--- src/hdl/ppu_pkg.sv ---
package ppu_pkg;

  // Pool size default and fixed field widths.
  localparam int unsigned POOL_SIZE_DEF = 64;
  localparam int unsigned VEC_W         = 48;
  localparam int unsigned CNT_W         = 7;

  // Command codes on func_i.
  localparam logic [1:0] FUNC_TICK   = 2'd0;
  localparam logic [1:0] FUNC_EMIT   = 2'd1;
  localparam logic [1:0] FUNC_RESET  = 2'd2;
  localparam logic [1:0] FUNC_UNUSED = 2'd3;

  // Configuration register indexes.
  localparam logic [1:0] REG_GRAV_X = 2'd0;
  localparam logic [1:0] REG_GRAV_Y = 2'd1;
  localparam logic [1:0] REG_GRAV_Z = 2'd2;

  // Gravity reset values, signed Q8.8.
  localparam logic signed [15:0] GRAV_X_RST = 16'sd0;
  localparam logic signed [15:0] GRAV_Y_RST = -16'sd2509;
  localparam logic signed [15:0] GRAV_Z_RST = 16'sd0;

  // One word of slot memory.
  typedef struct packed {
    logic [VEC_W-1:0]   pos;
    logic [VEC_W-1:0]   pbeg;
    logic [VEC_W-1:0]   pend;
    logic [VEC_W-1:0]   vel;
    logic signed [15:0] rot;
    logic [15:0]        life;
    logic signed [16:0] rem;
    logic               grav;
    logic               path;
  } slot_t;

  // Signed Q8.8 component j (0 is x) of a packed vector.
  function automatic logic signed [15:0] comp(input logic [VEC_W-1:0] v, input int j);
    comp = v[VEC_W-1-16*j -: 16];
  endfunction

  // Saturate a wide signed value to 16 bits.
  function automatic logic signed [15:0] sat16(input logic signed [39:0] v);
    if (v > 40'sd32767) begin
      sat16 = 16'sh7fff;
    end else if (v < -40'sd32768) begin
      sat16 = 16'sh8000;
    end else begin
      sat16 = v[15:0];
    end
  endfunction

endpackage

--- src/hdl/ppu_ram.sv ---
// Simple dual-port RAM: one write port, one read port with registered data.
module ppu_ram #(
  parameter int unsigned WIDTH = ppu_pkg::VEC_W,
  parameter int unsigned DEPTH = ppu_pkg::POOL_SIZE_DEF,
  localparam int unsigned AW   = (DEPTH > 1) ? $clog2(DEPTH) : 1
) (
  input  logic             clk_i,
  input  logic             we_i,
  input  logic [AW-1:0]    waddr_i,
  input  logic [WIDTH-1:0] wdata_i,
  input  logic             re_i,
  input  logic [AW-1:0]    raddr_i,
  output logic [WIDTH-1:0] rdata_o
);

  logic [WIDTH-1:0] mem_q [DEPTH];

  always_ff @(posedge clk_i) begin
    if (we_i) begin
      mem_q[waddr_i] <= wdata_i;
    end
    if (re_i) begin
      rdata_o <= mem_q[raddr_i];
    end
  end

endmodule

--- config.mk ---
export PLATFORM = sky130hd
export DESIGN_NAME = ppu_ram
export DESIGN_NICKNAME = d
export VERILOG_FILES = /design/src/hdl/ppu_pkg.sv /design/src/hdl/ppu_ram.sv
export SDC_FILE = /design/constraint.sdc
export NUM_CORES = 2
export LEC_CHECK = 0
export BUFFER_PORTS_ARGS = -buffer_cell sky130_fd_sc_hd__buf_2
export CORE_UTILIZATION = 40
export DETAILED_ROUTE_END_ITERATION = 10
export PLACE_DENSITY = 0.63
export SLEW_MARGIN = 20
export SYNTH_ARGS = -nofsm -noshare
export SYNTH_HDL_FRONTEND = slang
export SYNTH_SLANG_ARGS = --single-unit
--- constraint.sdc ---
create_clock -name clk_i -period 11.4 [get_ports clk_i]
set_input_delay 0 -clock clk_i [delete_from_list [all_inputs] [get_ports clk_i]]
set_output_delay 0 -clock clk_i [all_outputs]
set_load 0.02 [all_outputs]
# Word level (Yosys, flattened, before mapping)
# Memories as Yosys holds them, arrays and structs flattened. A register that Yosys moved wholly into a read port is not among the register bits.
# Index checks and enable logic that the tools add are counted.
# classes
n_mux	2
# op_table
operator	n
$mux 1	2
# word_totals
register_bits	0
mem_bits_rw	3072
in_bits	63
out_inout_bits	48
mem_count	1
# mem_list
name	words	word_bits	read_ports	rd_ports_with_merged_regs	wr	line_no	rtl
mem_q	64	48	1	1	1	ppu_ram.sv:16	logic [WIDTH-1:0] mem_q [DEPTH];

# Longest topological paths before layout
# logic_depth
depth_word	2
mapped_depth	9
ltp_nobuf	5

# Worst setup path before layout
# OpenSTA, ideal clock, no wires.
# synth_timing
path_type	input-to-reg
startpoint	in waddr_i[3]
endpoint	mem mem_q[48][0] (netlist name) (enable)
setup_time_ps	513
arrival_time_ps	3772
required_ps	10887
path_slack_ps	7115
stages	4
cell_sequence	clkbuf_1 -> nor2b_1 -> nand4b_1 -> nor3_1
# synth_rtl
element	line_no	rtl
start, declared	ppu_ram.sv:9	input logic [AW-1:0] waddr_i,
end, declared	ppu_ram.sv:16	
# No word-level cell before the write port.

==> results.yml <==
run:
  cap_violations: 0
synthesis:
  syn_area_um2: 118000
  synth_flop_cell: "edfxtp_1"
  synth.area.top_cells: "edfxtp_1, mux4_2, o22ai_1"
  synthCells: 4970
  seq_area_frac_synth: 0.797
  yosysTopAreaCellShare: 0.797
  synth_edf_count: 3120
  synth_largest_area_cell: "edfxtp_1"
  synth_nets: 5033
  yosysWarnings: 0
  avgSynthCellArea_um2: 23.7
  ys_ff_latch: 3120
  synthArstFlopShare: 0
  synth.distinct_cells: 35
worst_setup_path:
  cp.arrival_ns: 3.99
  r2r-end: "rdata_o[40]"
  critPathTopFamily: "buffers and inverters"
  crit_chain: "buf_8 -> buf_4 -> buf_4 -> buf_4 -> mux4_2 -> o22ai_1 -> nor2_1 -> a21oi_1 -> a221oi_1"
  critPathMostFrequentCell: "buf_4"
  crit_path_end_kind: "flop"
  slowest_delay_ns: 0.72
  r2r_setup_slack_ns: 8.80
  crit_required_ns: 11.94
  worstReg2RegStart: "mem_q[27][40]"
  path_class: "in2reg"
  startpoint: "raddr_i[1]"
  worstRegToRegCells: 4
  cp_num_cells: 9
  slowest_stage: "buf_4"
  crit_fanout: 58
  cp_num_buf_inv: 4
  cp-endpoint: "rdata_o[31]"
  start_kind: "input port"
cells_and_area:
  final_core_util: 0.458
  final_common_cell: "edfxtp_1"
  num-fill-cells: 23900
  num-nets-final: 5395
  layout.cells.non_filler: 9473
  drive_gt1_frac: 0.277
  ff_latch_area_um2: 93700
  area_delta_synth_final_pct: 13.7
  multi_input_area_um2: 22900
  layout_common_cells: "edfxtp_1, mux4_2, clkbuf_16"
timing:
  grt_setup_unrepaired: "no"
  setup_viol: 0
  slew_violations: 0
  min_period_ns: 3.45
  setup-tns-final_ns: 0
  hold_viol_final: 0
  max_freq_mhz: 290
  worst_pin_slew_ns: 1.20
  finalCritPeriodShare: 0.303
  relSlewSlack: 0.199
  skew_ns: 0.0321
placement:
  dpl.hpwl_mm: 170
  numPortBuffers: 110
  dp_cells: 8861
  gp_congestion: 0.781
die:
  coreArea_um2: 292000
  num_rows: 198
  initial_core_util: 0.403
  io_pins: 111
  dieArea_um2: 296000
  die_h_um: 544
  fp.dieW_um: 544
outcome:
  status: "completed"
power:
  peakVddDrop_mv: 0.125
  cellPowerDensity_nw_per_um2: 177
  leakage_nw: 41.0
clock_network:
  insertion_delay_ns: 0.88
  cts_max_level: 5
  cts_tree: "done"
  cts_made_buffers: 310
  clock-sinks: 3120
  cts_max_path_buffers: 4
  root_buffer: "clkbuf_16"
  path_clk_slew_ns: 0.06
route:
  firstDrtPassIters: 7
  drt-initial-drc-count: 7804
  ant_nets: 0
  routedWlPerCell_um: 33.5
  viasPerCell: 6.03
  wirelength_mm: 318
  drc: 0
  vias: 57100
global_route:
  grt_pass1_vias: 56800
  grt_usage: 0.213
  antenna_found_initial: 35
  grt_start_max_net_pins: 133
  grt_overflow_total: 0
  grt_pass1_wl_mm: 443
min_path:
  min_path_type: "in2reg"
-- flip-flops by register name (all words and copies together), names as in the netlist --
signal   count
rdata_o     48
mem_q     3072
-- where the power goes --
group,switching [mW],internal [mW]
clock network,4.28,5.51
registers,0.0416,12.7
logic,0.706,0.400
total,5.03,18.6
-- cell usage after synthesis (24+ instances only) --
master / number
a211oi_1: 32
a221oi_1: 83
a21oi_1: 74
nor2_1: 132
buf_4: 62
nand2_1: 55
clkbuf_1: 98
buf_2: 98
o22ai_1: 122
mux2i_1: 63
a22oi_1: 72
a22o_1: 57
mux4_2: 754
o221ai_1: 28
edfxtp_1: 3120
nor2b_1: 24
-- per-layer routing --
layer  part of all wire  global-route usage  vias to the layer above
met1               0.40               0.306                    31300
li1                   -                   -                    22300
met5            0.00054                   0                        -
met3              0.093              0.0363                      480
met2               0.48               0.341                     3053
met4              0.024              0.0515                       26
-- cell type report --
cell class                      instances  area share
Multi-Input combinational cell       1568       0.172
Tap cell                             3900      0.0365
Antenna cell                            5   0.0000936
Timing Repair Buffer                  332      0.0193
Sequential cell                      3120       0.701
Clock buffer                          380      0.0613
Clock inverter                        168      0.0102
-- stage by stage --
step	hold WS, ns	total power [mW]	area [um2]	setup WS, ns
2_1_floorplan	0.0989	13.6	118000	7.12
3_3_place_gp	0.463	14.1	123000	7.19
3_5_place_dp	0.453	14.1	123000	7.16
4_1_cts	0.0413	23.8	133000	8.05
5_1_grt	0.0875	24.3	134000	7.81
6_report	0.0982	23.7	134000	7.95
-- cell families after synthesis --
family	after synthesis	synth area share
and+or+nand+nor	253	0.00953
muxes	829	0.151
AOI/OAI and AO/OA	486	0.0301
buffers and inverters	282	0.0127
DFF	3120	0.797
-- repair_timing --
| action | CTS | global route |
|---|---|---|
| hold buffers | 53 | 0 |
| resized for setup | 0 | 0 |
| buffers inserted | 0 | 0 |
| hold endpoints to repair | 3141 | 0 |
-- worst min-delay path by stage --
stage                    endpoint  cells after the start  slack [ns]         from
floorplan             mem_q[0][0]                      0         0.1   wdata_i[0]
global placement      rdata_o[44]                      1        0.46  rdata_o[44]
detailed placement     rdata_o[5]                      1        0.45   rdata_o[5]
CTS                 mem_q[38][41]                      3        0.04   waddr_i[3]
global route        mem_q[38][17]                      3        0.09   waddr_i[3]
finish               mem_q[53][0]                      2         0.1   wdata_i[0]
Power figures use the tool's default switching activity.
