### src/hdl/ppu_div.sv
// Radix-4 restoring divider for the life fraction: quot = (dividend << 16) / divisor.
// The caller guarantees dividend < divisor, so the quotient fits 16 bits.
module ppu_div (
  input  logic        clk_i,
  input  logic        rst_ni,
  input  logic        start_i,
  input  logic [15:0] dividend_i,
  input  logic [15:0] divisor_i,
  output logic        done_o,
  output logic [15:0] quot_o
);

  logic [15:0] rem_q, dvs_q, quot_q;
  logic [15:0] rem_d, quot_d;
  logic [2:0]  cnt_q;
  logic        run_q, done_q;

  // Two quotient bits per cycle.
  always_comb begin
    logic [16:0] r2;
    rem_d  = rem_q;
    quot_d = quot_q;
    for (int k = 0; k < 2; k++) begin
      r2 = {rem_d, 1'b0};
      if (r2 >= {1'b0, dvs_q}) begin
        r2     = r2 - {1'b0, dvs_q};
        quot_d = {quot_d[14:0], 1'b1};
      end else begin
        quot_d = {quot_d[14:0], 1'b0};
      end
      rem_d = r2[15:0];
    end
  end

  // Step control.
  always_ff @(posedge clk_i or negedge rst_ni) begin
    if (!rst_ni) begin
      run_q  <= 1'b0;
      done_q <= 1'b0;
      cnt_q  <= '0;
    end else begin
      done_q <= 1'b0;
      if (start_i) begin
        run_q <= 1'b1;
        cnt_q <= 3'd7;
      end else if (run_q) begin
        cnt_q <= cnt_q - 3'd1;
        if (cnt_q == 3'd0) begin
          run_q  <= 1'b0;
          done_q <= 1'b1;
        end
      end
    end
  end

  // Operand and partial result registers.
  always_ff @(posedge clk_i) begin
    if (start_i) begin
      rem_q  <= dividend_i;
      dvs_q  <= divisor_i;
      quot_q <= '0;
    end else if (run_q) begin
      rem_q  <= rem_d;
      quot_q <= quot_d;
    end
  end

  assign done_o = done_q;
  assign quot_o = quot_q;

endmodule

### config.mk
export PLATFORM = sky130hd
export DESIGN_NAME = ppu_div
export DESIGN_NICKNAME = d
export VERILOG_FILES = /design/src/hdl/ppu_div.sv
export SDC_FILE = /design/constraint.sdc
export NUM_CORES = 1
export LEC_CHECK = 0
export BUFFER_PORTS_ARGS = -buffer_cell sky130_fd_sc_hd__buf_4
export CAP_MARGIN = 20
export CORE_AREA = 2 2 92 94
export DETAILED_ROUTE_END_ITERATION = 10
export DIE_AREA = 0 0 94 96
export GPL_TIMING_DRIVEN = 0
export PLACE_DENSITY_LB_ADDON = 0.25
export SYNTH_ARGS = -nofsm -noshare
export SYNTH_HDL_FRONTEND = slang
export SYNTH_SLANG_ARGS = --single-unit
### constraint.sdc
create_clock -name clk_i -period 6.19 [get_ports clk_i]
set_input_delay 0.619 -clock clk_i [delete_from_list [all_inputs] [get_ports clk_i]]
set_output_delay 0.619 -clock clk_i [all_outputs]
set_load 0.01 [all_outputs]
* Yosys cells after proc, flatten, opt, wreduce, memory -nomap -nowiden
Cells that the tools add are included.
** Word-level totals
- Input bits :: 35
- Flip-flop bits (word level) :: 53
- Word-level logic and storage cells :: 27
- Bits in writable memories :: 0
- Output and inout bits :: 17
- Bits in latches :: 0
- Memories kept :: 0
- Memory bits (read-only) :: 0
** Cells by class
- Multiplexer cells :: 14
- Reduce and logical (&&, ||, !) cells :: 2
- Shift operators :: 0
- $mul :: 0
- Bitwise logic cells :: 0
- Div/mod/pow operators :: 0
- $lt $le $gt $ge :: 2
- Equal/unequal tests :: 0
- $add $sub $neg :: 3
** Operators with widths (number)
- 16-bit two-way mux :: 4
- 17-bit by 16-bit >= comparator with 1-bit output :: 2
- 16-bit subtractor :: 2
- 1-bit two-way mux :: 8
- 3-bit two-way mux :: 2
- 3-bit zero test :: 1
- 3-bit by 1-bit subtractor with 3-bit output, second input constant :: 1
- 2-bit nonzero test :: 1

* Logic depth before layout (Yosys ltp)
Gate-level depths: netlist of the first run.
- Word-level depth :: 6
- Depth in mapped cells :: 24
- Depth with buffers taken out :: 21

* Worst setup path after synthesis of the first run
Ideal clock, no wire load.
- Path type :: reg2reg
- Start :: register rem_q[0]
- End :: register rem_q[12] (data pin)
- Setup time :: 0.260 ns
- Stages on the path, launching flop included :: 19
- Setup slack :: 1.579 ns
- Period minus slack after synthesis :: 4.611 ns
- Arrival time :: 4.351 ns
- Required time :: 5.930 ns
- Path buffers :: 0
- Cells stage by stage :: edfxtp_1 > ha_1 > nor2b_1 > o31a_1 > o21ai_1 > nand3_1 > o21a_1 > a21oi_1 > mux2_2 > ha_1 > a21oi_1 > nand2_1 > a21o_1 > a311oi_2 > a31oi_1 > nor2_1 > and4_4 > mux2_2 > mux2_2
** Between the ends
- Longest elaborated chain between the ends :: 6
- Elaborated cells between the ends (all ways) :: 8
- Those cells by class :: 2 x add/sub; 2 x order compare; 4 x mux
** Ends and longest elaborated chain
- from (decl) :: RTL line 13 : logic [15:0] rem_q, dvs_q, quot_q;
- from (signal assigned) :: RTL line 59 : rem_q <= dividend_i;
- from (signal assigned) :: RTL line 63 : rem_q <= rem_d;
- 16-bit subtractor / 17-bit by 16-bit >= comparator with 1-bit output (equally long branches) :: RTL line 26, 25
- 16-bit two-way mux (*) :: RTL line 25 : if (r2 >= {1'b0, dvs_q}) begin
- 16-bit subtractor / 17-bit by 16-bit >= comparator with 1-bit output (equally long branches) :: RTL line 26, 25
- 16-bit two-way mux (*) :: RTL line 25
- 16-bit two-way mux (*) :: RTL line 62 : end else if (run_q) begin
- 16-bit two-way mux (*) :: RTL line 58 : if (start_i) begin
Mark *: on every way between the ends. The rest lies on a longest branch, timed or not. The select of a mux whose other input is x is not followed.
A chain may end at the register's enable or synchronous reset.

* Final worst setup path of the first run
- Start :: register dvs_q[5]
- End :: register rem_q[13] (data pin)
** Between the ends
- Longest elaborated chain between the ends :: 6
- Elaborated cells between the ends (all ways) :: 8
- Those cells by class :: 2 x add/sub; 2 x order compare; 4 x mux
** Ends and longest elaborated chain
- from (decl) :: RTL line 13
- from (signal assigned) :: RTL line 60 : dvs_q <= divisor_i;
- 16-bit subtractor / 17-bit by 16-bit >= comparator with 1-bit output (equally long branches) :: RTL line 26, 25
- 16-bit two-way mux :: RTL line 25
- 16-bit subtractor / 17-bit by 16-bit >= comparator with 1-bit output (equally long branches) :: RTL line 26, 25
- 16-bit two-way mux (*) :: RTL line 25
- 16-bit two-way mux (*) :: RTL line 62
- 16-bit two-way mux (*) :: RTL line 58
Marked as above.

==> results of run 1 <==
cell type report:
| cell class | instances | area share |
|---|---|---|
| buffer | 28 | 0.03934 |
| clock buffer | 5 | 0.01535 |
| clock inverter | 3 | 0.006417 |
| inverter | 26 | 0.02176 |
| multi-input combinational | 304 | 0.4888 |
| sequential | 53 | 0.3136 |
| tap | 105 | 0.02930 |
| timing repair buffer | 51 | 0.08538 |
layout by cell type, fill, tap and decap left out, drive strengths merged, types with 2 or more instances in the layout:
cell | Yosys | final
buf | 20 | 71
clkbuf | 8 | 13
o21bai | 3 | 3
a21oi | 26 | 26
xnor2 | 14 | 14
o2111ai | 3 | 3
or2 | 2 | 2
o311ai | 11 | 11
o21ai | 19 | 19
a21o | 5 | 5
o21a | 5 | 5
mux2i | 14 | 14
o211ai | 3 | 3
a31o | 3 | 3
nand2b | 5 | 5
nand3 | 18 | 18
and3 | 2 | 2
nor3b | 2 | 2
dfxtp | 16 | 16
and4 | 2 | 2
nand2 | 41 | 41
edfxtp | 32 | 32
o31ai | 9 | 9
nor2b | 3 | 3
dfrtp | 5 | 5
inv | 25 | 27
clkinv | 1 | 2
mux2 | 10 | 10
nor2 | 31 | 31
a31oi | 2 | 2
a211oi | 4 | 4
ha | 33 | 33
xor2 | 10 | 10
a21boi | 2 | 2
nand4 | 4 | 4
nor3 | 5 | 5
o31a | 3 | 3
per-layer routing:
layer | wire, um | GRT usage | vias up
li1 | - | - | 1609
met1 | 4340 | 0.2942 | 1509
met2 | 4447 | 0.3780 | 90
met3 | 546 | 0.03602 | 12
met4 | 120 | 0.06039 | 0
met5 | 0 | 0 | -
cell families after synthesis:
kind of cell | synth area share
flip-flops | 0.3632
multiplexers | 0.06527
adder cells (fa/ha/maj) | 0.1118
AO/OA/AOI/OAI | 0.1935
buffers and inverters | 0.07076
AND/OR/NAND/NOR | 0.1412
XOR/XNOR | 0.05428
registers in the layout, summed over array words and instances (netlist names):
name / count
rem_q: 16
run_q: 1
dvs_q: 16
cnt_q: 3
quot_o: 16
done_o: 1
worst paths after layout:
check	endpoint	from
min in group clk_i	dvs_q[13]$_DFFE_PP_	divisor_i[13]
max in group asynchronous	done_o$_DFF_PN0_	rst_ni
max	rem_q[13]$_DFFE_PP_	dvs_q[5]$_DFFE_PP_
max reg2reg	rem_q[13]$_DFFE_PP_	dvs_q[5]$_DFFE_PP_
min	cnt_q[2]$_DFFE_PN0P_	rst_ni
min reg2reg	quot_o[0]$_SDFFE_PP0P_	quot_o[0]$_SDFFE_PP0P_
worst max-delay path, stage by stage (launching register included):
cell and delay (ns):
edfxtp_1 0.37, inv_1 0.10, ha_1 0.24, buf_6 0.14, a211oi_2 0.27, nor2_1 0.12
o31ai_4 0.22, nand3_1 0.16, o211ai_2 0.36, nand2_1 0.41, mux2_2 0.43, ha_1 0.33
o21ai_0 0.16, o21bai_1 0.10, a21o_1 0.24, a311oi_2 0.35, a31oi_1 0.17, nor2_1 0.16
and4_4 0.25, buf_6 0.15, buf_2 0.27, nand3_1 0.10, o311ai_0 0.14
stage by stage:
step	hold WS (ns)	cell area, um^2
after floorplan	0.3234	3872
after global placement	0.4227	4387
after detailed placement	0.4232	4387
after CTS	0.06734	4484
after global routing	0.05794	4484
final	0.06736	4484
where the power goes:
group | internal [W] | switching (W) | leakage, nW | total, W
Combinational | 0.000871 | 0.00113 | 1.49 | 0.00200
Sequential | 0.000494 | 0.0000454 | 0.514 | 0.000539
Clock | 0.0000851 | 0.000139 | 0.0506 | 0.000224
==> flow_summary.ini, run 1 <==
[status]
status = finished clean

[cells_and_area]
final_layout_size_suffix_gt1_frac = 0.2149
diodes = 0
multi_input_area_um2 = 2192
fill_cells = 755
final_core_util = 0.5570
seq_area_um2 = 1406
area_growth_pct = 15.80
finalNetCount = 538
stdcell_count = 575

[placed_design]
dp_hpwl_um = 7087
io_buffers = 51
routabilityCongestion = 0.9447
post-place-ws_ns = 0.8372
numPlacedInstances = 567

[clock_tree]
cts_inserted_buffers = 5
cts_root_buf = clkbuf_8
cts.sink_count = 53
clk_latency_ns = 0.32
htree_levels = 2
post_cts_resized = 0
cts_tree = built
path_clk_slew_ns = 0.11
cts_hold_buf = 0
cts.path.max_buffers = 2
postCtsSetupBuffers = 0

[yosys]
synth_commonest_cells = 41 x nand2_1, 33 x ha_1, 32 x edfxtp_1
synth_top_cell_by_area = edfxtp_1
synth_edf_count = 32
synth_cells = 411
yosysMostFrequentCell = nand2_1
ys_ff_latch = 53
yosysWarnings = 0
synthesis.nets = 480
async_flop_share = 0.09434
synth.area.top_cells = edfxtp_1 25%, ha_1 11%, dfxtp_1 8.3%, nand2_1 4.0%, mux2i_1 3.6%
synth_area_um2 = 3872
synth_top_area_share = 0.2481
synthDistinctLibCells = 57
syn_avg_cell_area_um2 = 9.422
seq_area_frac_synth = 0.3632
ys.flop_type = edfxtp_1

[timing]
achievable-frequency_ghz = 0.1833
slew_violations = 0
fin_tns_setup_ns = 0
tightest_slew_ns = 0.6925
finalHoldViolations = 0
relSlewSlack = 0.5383
post-route-period-util = 0.8811
rsz0062_at_grt = no
setup_ws_ns = 0.7358
period_needed_ns = 5.454
setup_viol = 0
finClkSkew_ns = 0.005831

[min_path]
hp-class = in -> async

[global_routing]
grt_antenna_before_repair = 0
grt_overflow = 0
grt_max_degree = 20
grt_pass1_vias = 3153
grt_util_all_layers = 0.2220
grt_pass1_wl_um = 15360

[route]
drt_first_pass_iters = 4
avgViaCountPerCell = 5.600
drc = 0
num_vias = 3220
antenna_left = 0
wl_per_cell_um = 16.44
drt_wl_total_um = 9454
first_iter_violations = 180

[die]
io_pins = 52
fp.dieW_um = 94
start_util = 0.4810
dieArea_um2 = 9024
core_um2 = 8051
fp.dieH_um = 96
rows = 33

[worst_setup_path]
path_max_fanout = 10
r2r_setup_slack_ns = 0.74
arrival_ns = 5.58
setup.worst_path.start_class = register
r2r_cells = 22
worst_setup_path_end_kind = register
critPathKind = reg -> reg
cp.required_ns = 6.32

[power_and_ir_drop]
p_total_w = 0.002764
ir_drop_uv = 212.4
static-leakage-power_nw = 2.053
pwr_density_cell_nw_per_um2 = 616.3

[flow_run]
drv_cap = 0
No activity file was read; power rests on OpenSTA's default activity.
==> run 2, diff against run 1 <==
CELL_PAD_IN_SITES_DETAIL_PLACEMENT = 1   (was unset)
CELL_PAD_IN_SITES_GLOBAL_PLACEMENT = 1   (was unset)
CORE_AREA = 2 2 100 102   (was 2 2 92 94)
DIE_AREA = 0 0 102 104   (was 0 0 94 96)
==> run 2 against run 1 <==
  * Routed wire length increased by 13%
  * Utilization decreased by 8.4 points
  * First-iteration DRC count decreased by 36%
  * Power increased by 0.45%
  * Critical endpoint is now rem_q[8]$_DFFE_PP_
  * Largest cell class unchanged
  * Largest power group unchanged
==> flow_summary.ini, run 2 (synthesized netlist as in run 1, its figures left out) <==
[die]
core_um2 = 9549
start_util = 0.4055
fp.dieH_um = 104
rows = 36
dieArea_um2 = 10610
io_pins = 52
fp.dieW_um = 102

[worst_setup_path]
crit_chain = inv_1 -> ha_1 -> nor2b_1 -> o31a_1 -> o21ai_1 -> nand3_1 -> o21a_1 -> a21oi_1 -> buf_2 -> o31ai_1 -> ha_1 -> a211oi_1 -> o21bai_1 -> a21o_1 -> a311oi_2 -> a31oi_1 -> nor2_1 -> and4_4 -> buf_6 -> buf_2 -> a41oi_1
critPathKind = reg -> reg
setup.worst_path.start_class = register
arrival_ns = 5.63
worst_setup_path_end_kind = register
path_max_fanout = 10
crit_start = dvs_q[1]$_DFFE_PP_
crit_slowest_cell = edfxtp_1
rr_startpoint = dvs_q[1]$_DFFE_PP_
cp_top_family = compound AO/OA/AOI/OAI gates
cpPeakStageDelay_ns = 0.40
cp.required_ns = 6.23
path_buf_inv = 4

[clock_tree]
clk_latency_ns = 0.32
htree_levels = 2
cts_tree = built
path_clk_slew_ns = 0.11
cts_hold_buf = 0
cts.sink_count = 53
cts_inserted_buffers = 5
post_cts_resized = 0
cts.path.max_buffers = 2
postCtsSetupBuffers = 0
cts_root_buf = clkbuf_8

[route]
drt_first_pass_iters = 4
antenna_left = 0
avgViaCountPerCell = 5.430
drc = 0
num_vias = 3274
first_iter_violations = 116
wl_per_cell_um = 17.75
drt_wl_total_um = 10700

[global_routing]
grt_antenna_before_repair = 0
grt_pass1_wl_um = 17710
grt_util_all_layers = 0.2127
grt_overflow = 0
grt_pass1_vias = 3494
grt_max_degree = 20

[timing]
post-route-period-util = 0.9032
tightest_slew_ns = 0.7267
period_needed_ns = 5.591
fin_tns_setup_ns = 0
finalHoldViolations = 0
setup_ws_ns = 0.5994
achievable-frequency_ghz = 0.1789
rsz0062_at_grt = no
slew_violations = 0
finClkSkew_ns = 0.01526
relSlewSlack = 0.5155
setup_viol = 0

[placed_design]
io_buffers = 51
dp_hpwl_um = 8285
routabilityCongestion = 0.8045
post-place-ws_ns = 0.6127
place_area_um2 = 4422

[cells_and_area]
diodes = 0
finalNetCount = 538
fill_cells = 1129
final_cell_mix = 65 x buf_4, 41 x nand2_1, 33 x ha_1
area_growth_pct = 16.54
design_area_um2 = 4513
mostFrequentLayoutCell = buf_4
final_layout_size_suffix_gt1_frac = 0.2149

[power_and_ir_drop]
static-leakage-power_nw = 2.050
p_total_w = 0.002776
ir_drop_uv = 197.7
pwr_density_cell_nw_per_um2 = 615.1

[flow_run]
drv_cap = 0

[min_path]
hp-class = in -> async

[status]
status = finished clean
run 2: cell types whose count changed in the layout (fill, tap and decap cells not counted):
cell,previous run,this run
clkinv_2,0,1
clkinv_4,1,2
inv_6,1,0
inv_8,1,0
run 2: area by class of cell:
type | count | area [um^2] | area share
sequential | 53 | 1406 | 0.3116
clock inverter | 3 | 22.52 | 0.004990
timing repair buffer | 51 | 382.9 | 0.08483
clock buffer | 5 | 68.82 | 0.01525
tap | 133 | 166.4 | 0.03687
multi-input combinational | 304 | 2192 | 0.4857
buffer | 28 | 176.4 | 0.03909
inverter | 26 | 97.59 | 0.02162
run 2: where the power goes:
part	internal, W	total [W]	switching [W]
clock	0.0000808	0.000212	0.000131
combinational	0.000874	0.00202	0.00115
sequential	0.000494	0.000544	0.0000496
total	0.00145	0.00278	0.00133
run 2: per-layer routing:
layer	share of wire	GRT usage	wire [um]	vias up
li1	-	-	-	1602
met1	0.46	0.2908	4974	1609
met2	0.49	0.3529	5281	54
met3	0.027	0.02957	294	9
met4	0.014	0.05143	150	0
met5	0	0	0	-
run 2: path summary, 6_finish.rpt:
check                                    endpoint  cells past startpoint  slack (ns)
hold / removal                    run_q$_DFF_PN0_                      1        0.07
max in group asynchronous    cnt_q[0]$_DFFE_PN0P_                      1        6.02
setup reg to reg               rem_q[8]$_DFFE_PP_                     21        0.60
min in group clk_i            dvs_q[14]$_DFFE_PP_                      1        0.46
hold reg to reg            quot_o[1]$_SDFFE_PP0P_                      2        0.52
setup / recovery               rem_q[8]$_DFFE_PP_                     21        0.60
run 2: worst reg2reg max path, stage by stage (launching register included):
cell and delay (ns):
edfxtp_1 0.40, inv_1 0.14, ha_1 0.27, nor2b_1 0.16
o31a_1 0.33, o21ai_1 0.22, nand3_1 0.21, o21a_1 0.24
a21oi_1 0.33, buf_2 0.34, o31ai_1 0.17, ha_1 0.37
a211oi_1 0.26, o21bai_1 0.15, a21o_1 0.22, a311oi_2 0.35
a31oi_1 0.17, nor2_1 0.17, and4_4 0.26, buf_6 0.16
buf_2 0.26, a41oi_1 0.15
run 2: metrics by stage:
stage                     hold WS (ns)  std cells  utilization
after global routing           0.05586        603       0.4726
after CTS                      0.06238        603       0.4726
after global placement          0.4236        595       0.4631
final                          0.06995        603       0.4726
after detailed placement        0.4245        595       0.4631
after floorplan                 0.3234        411            -
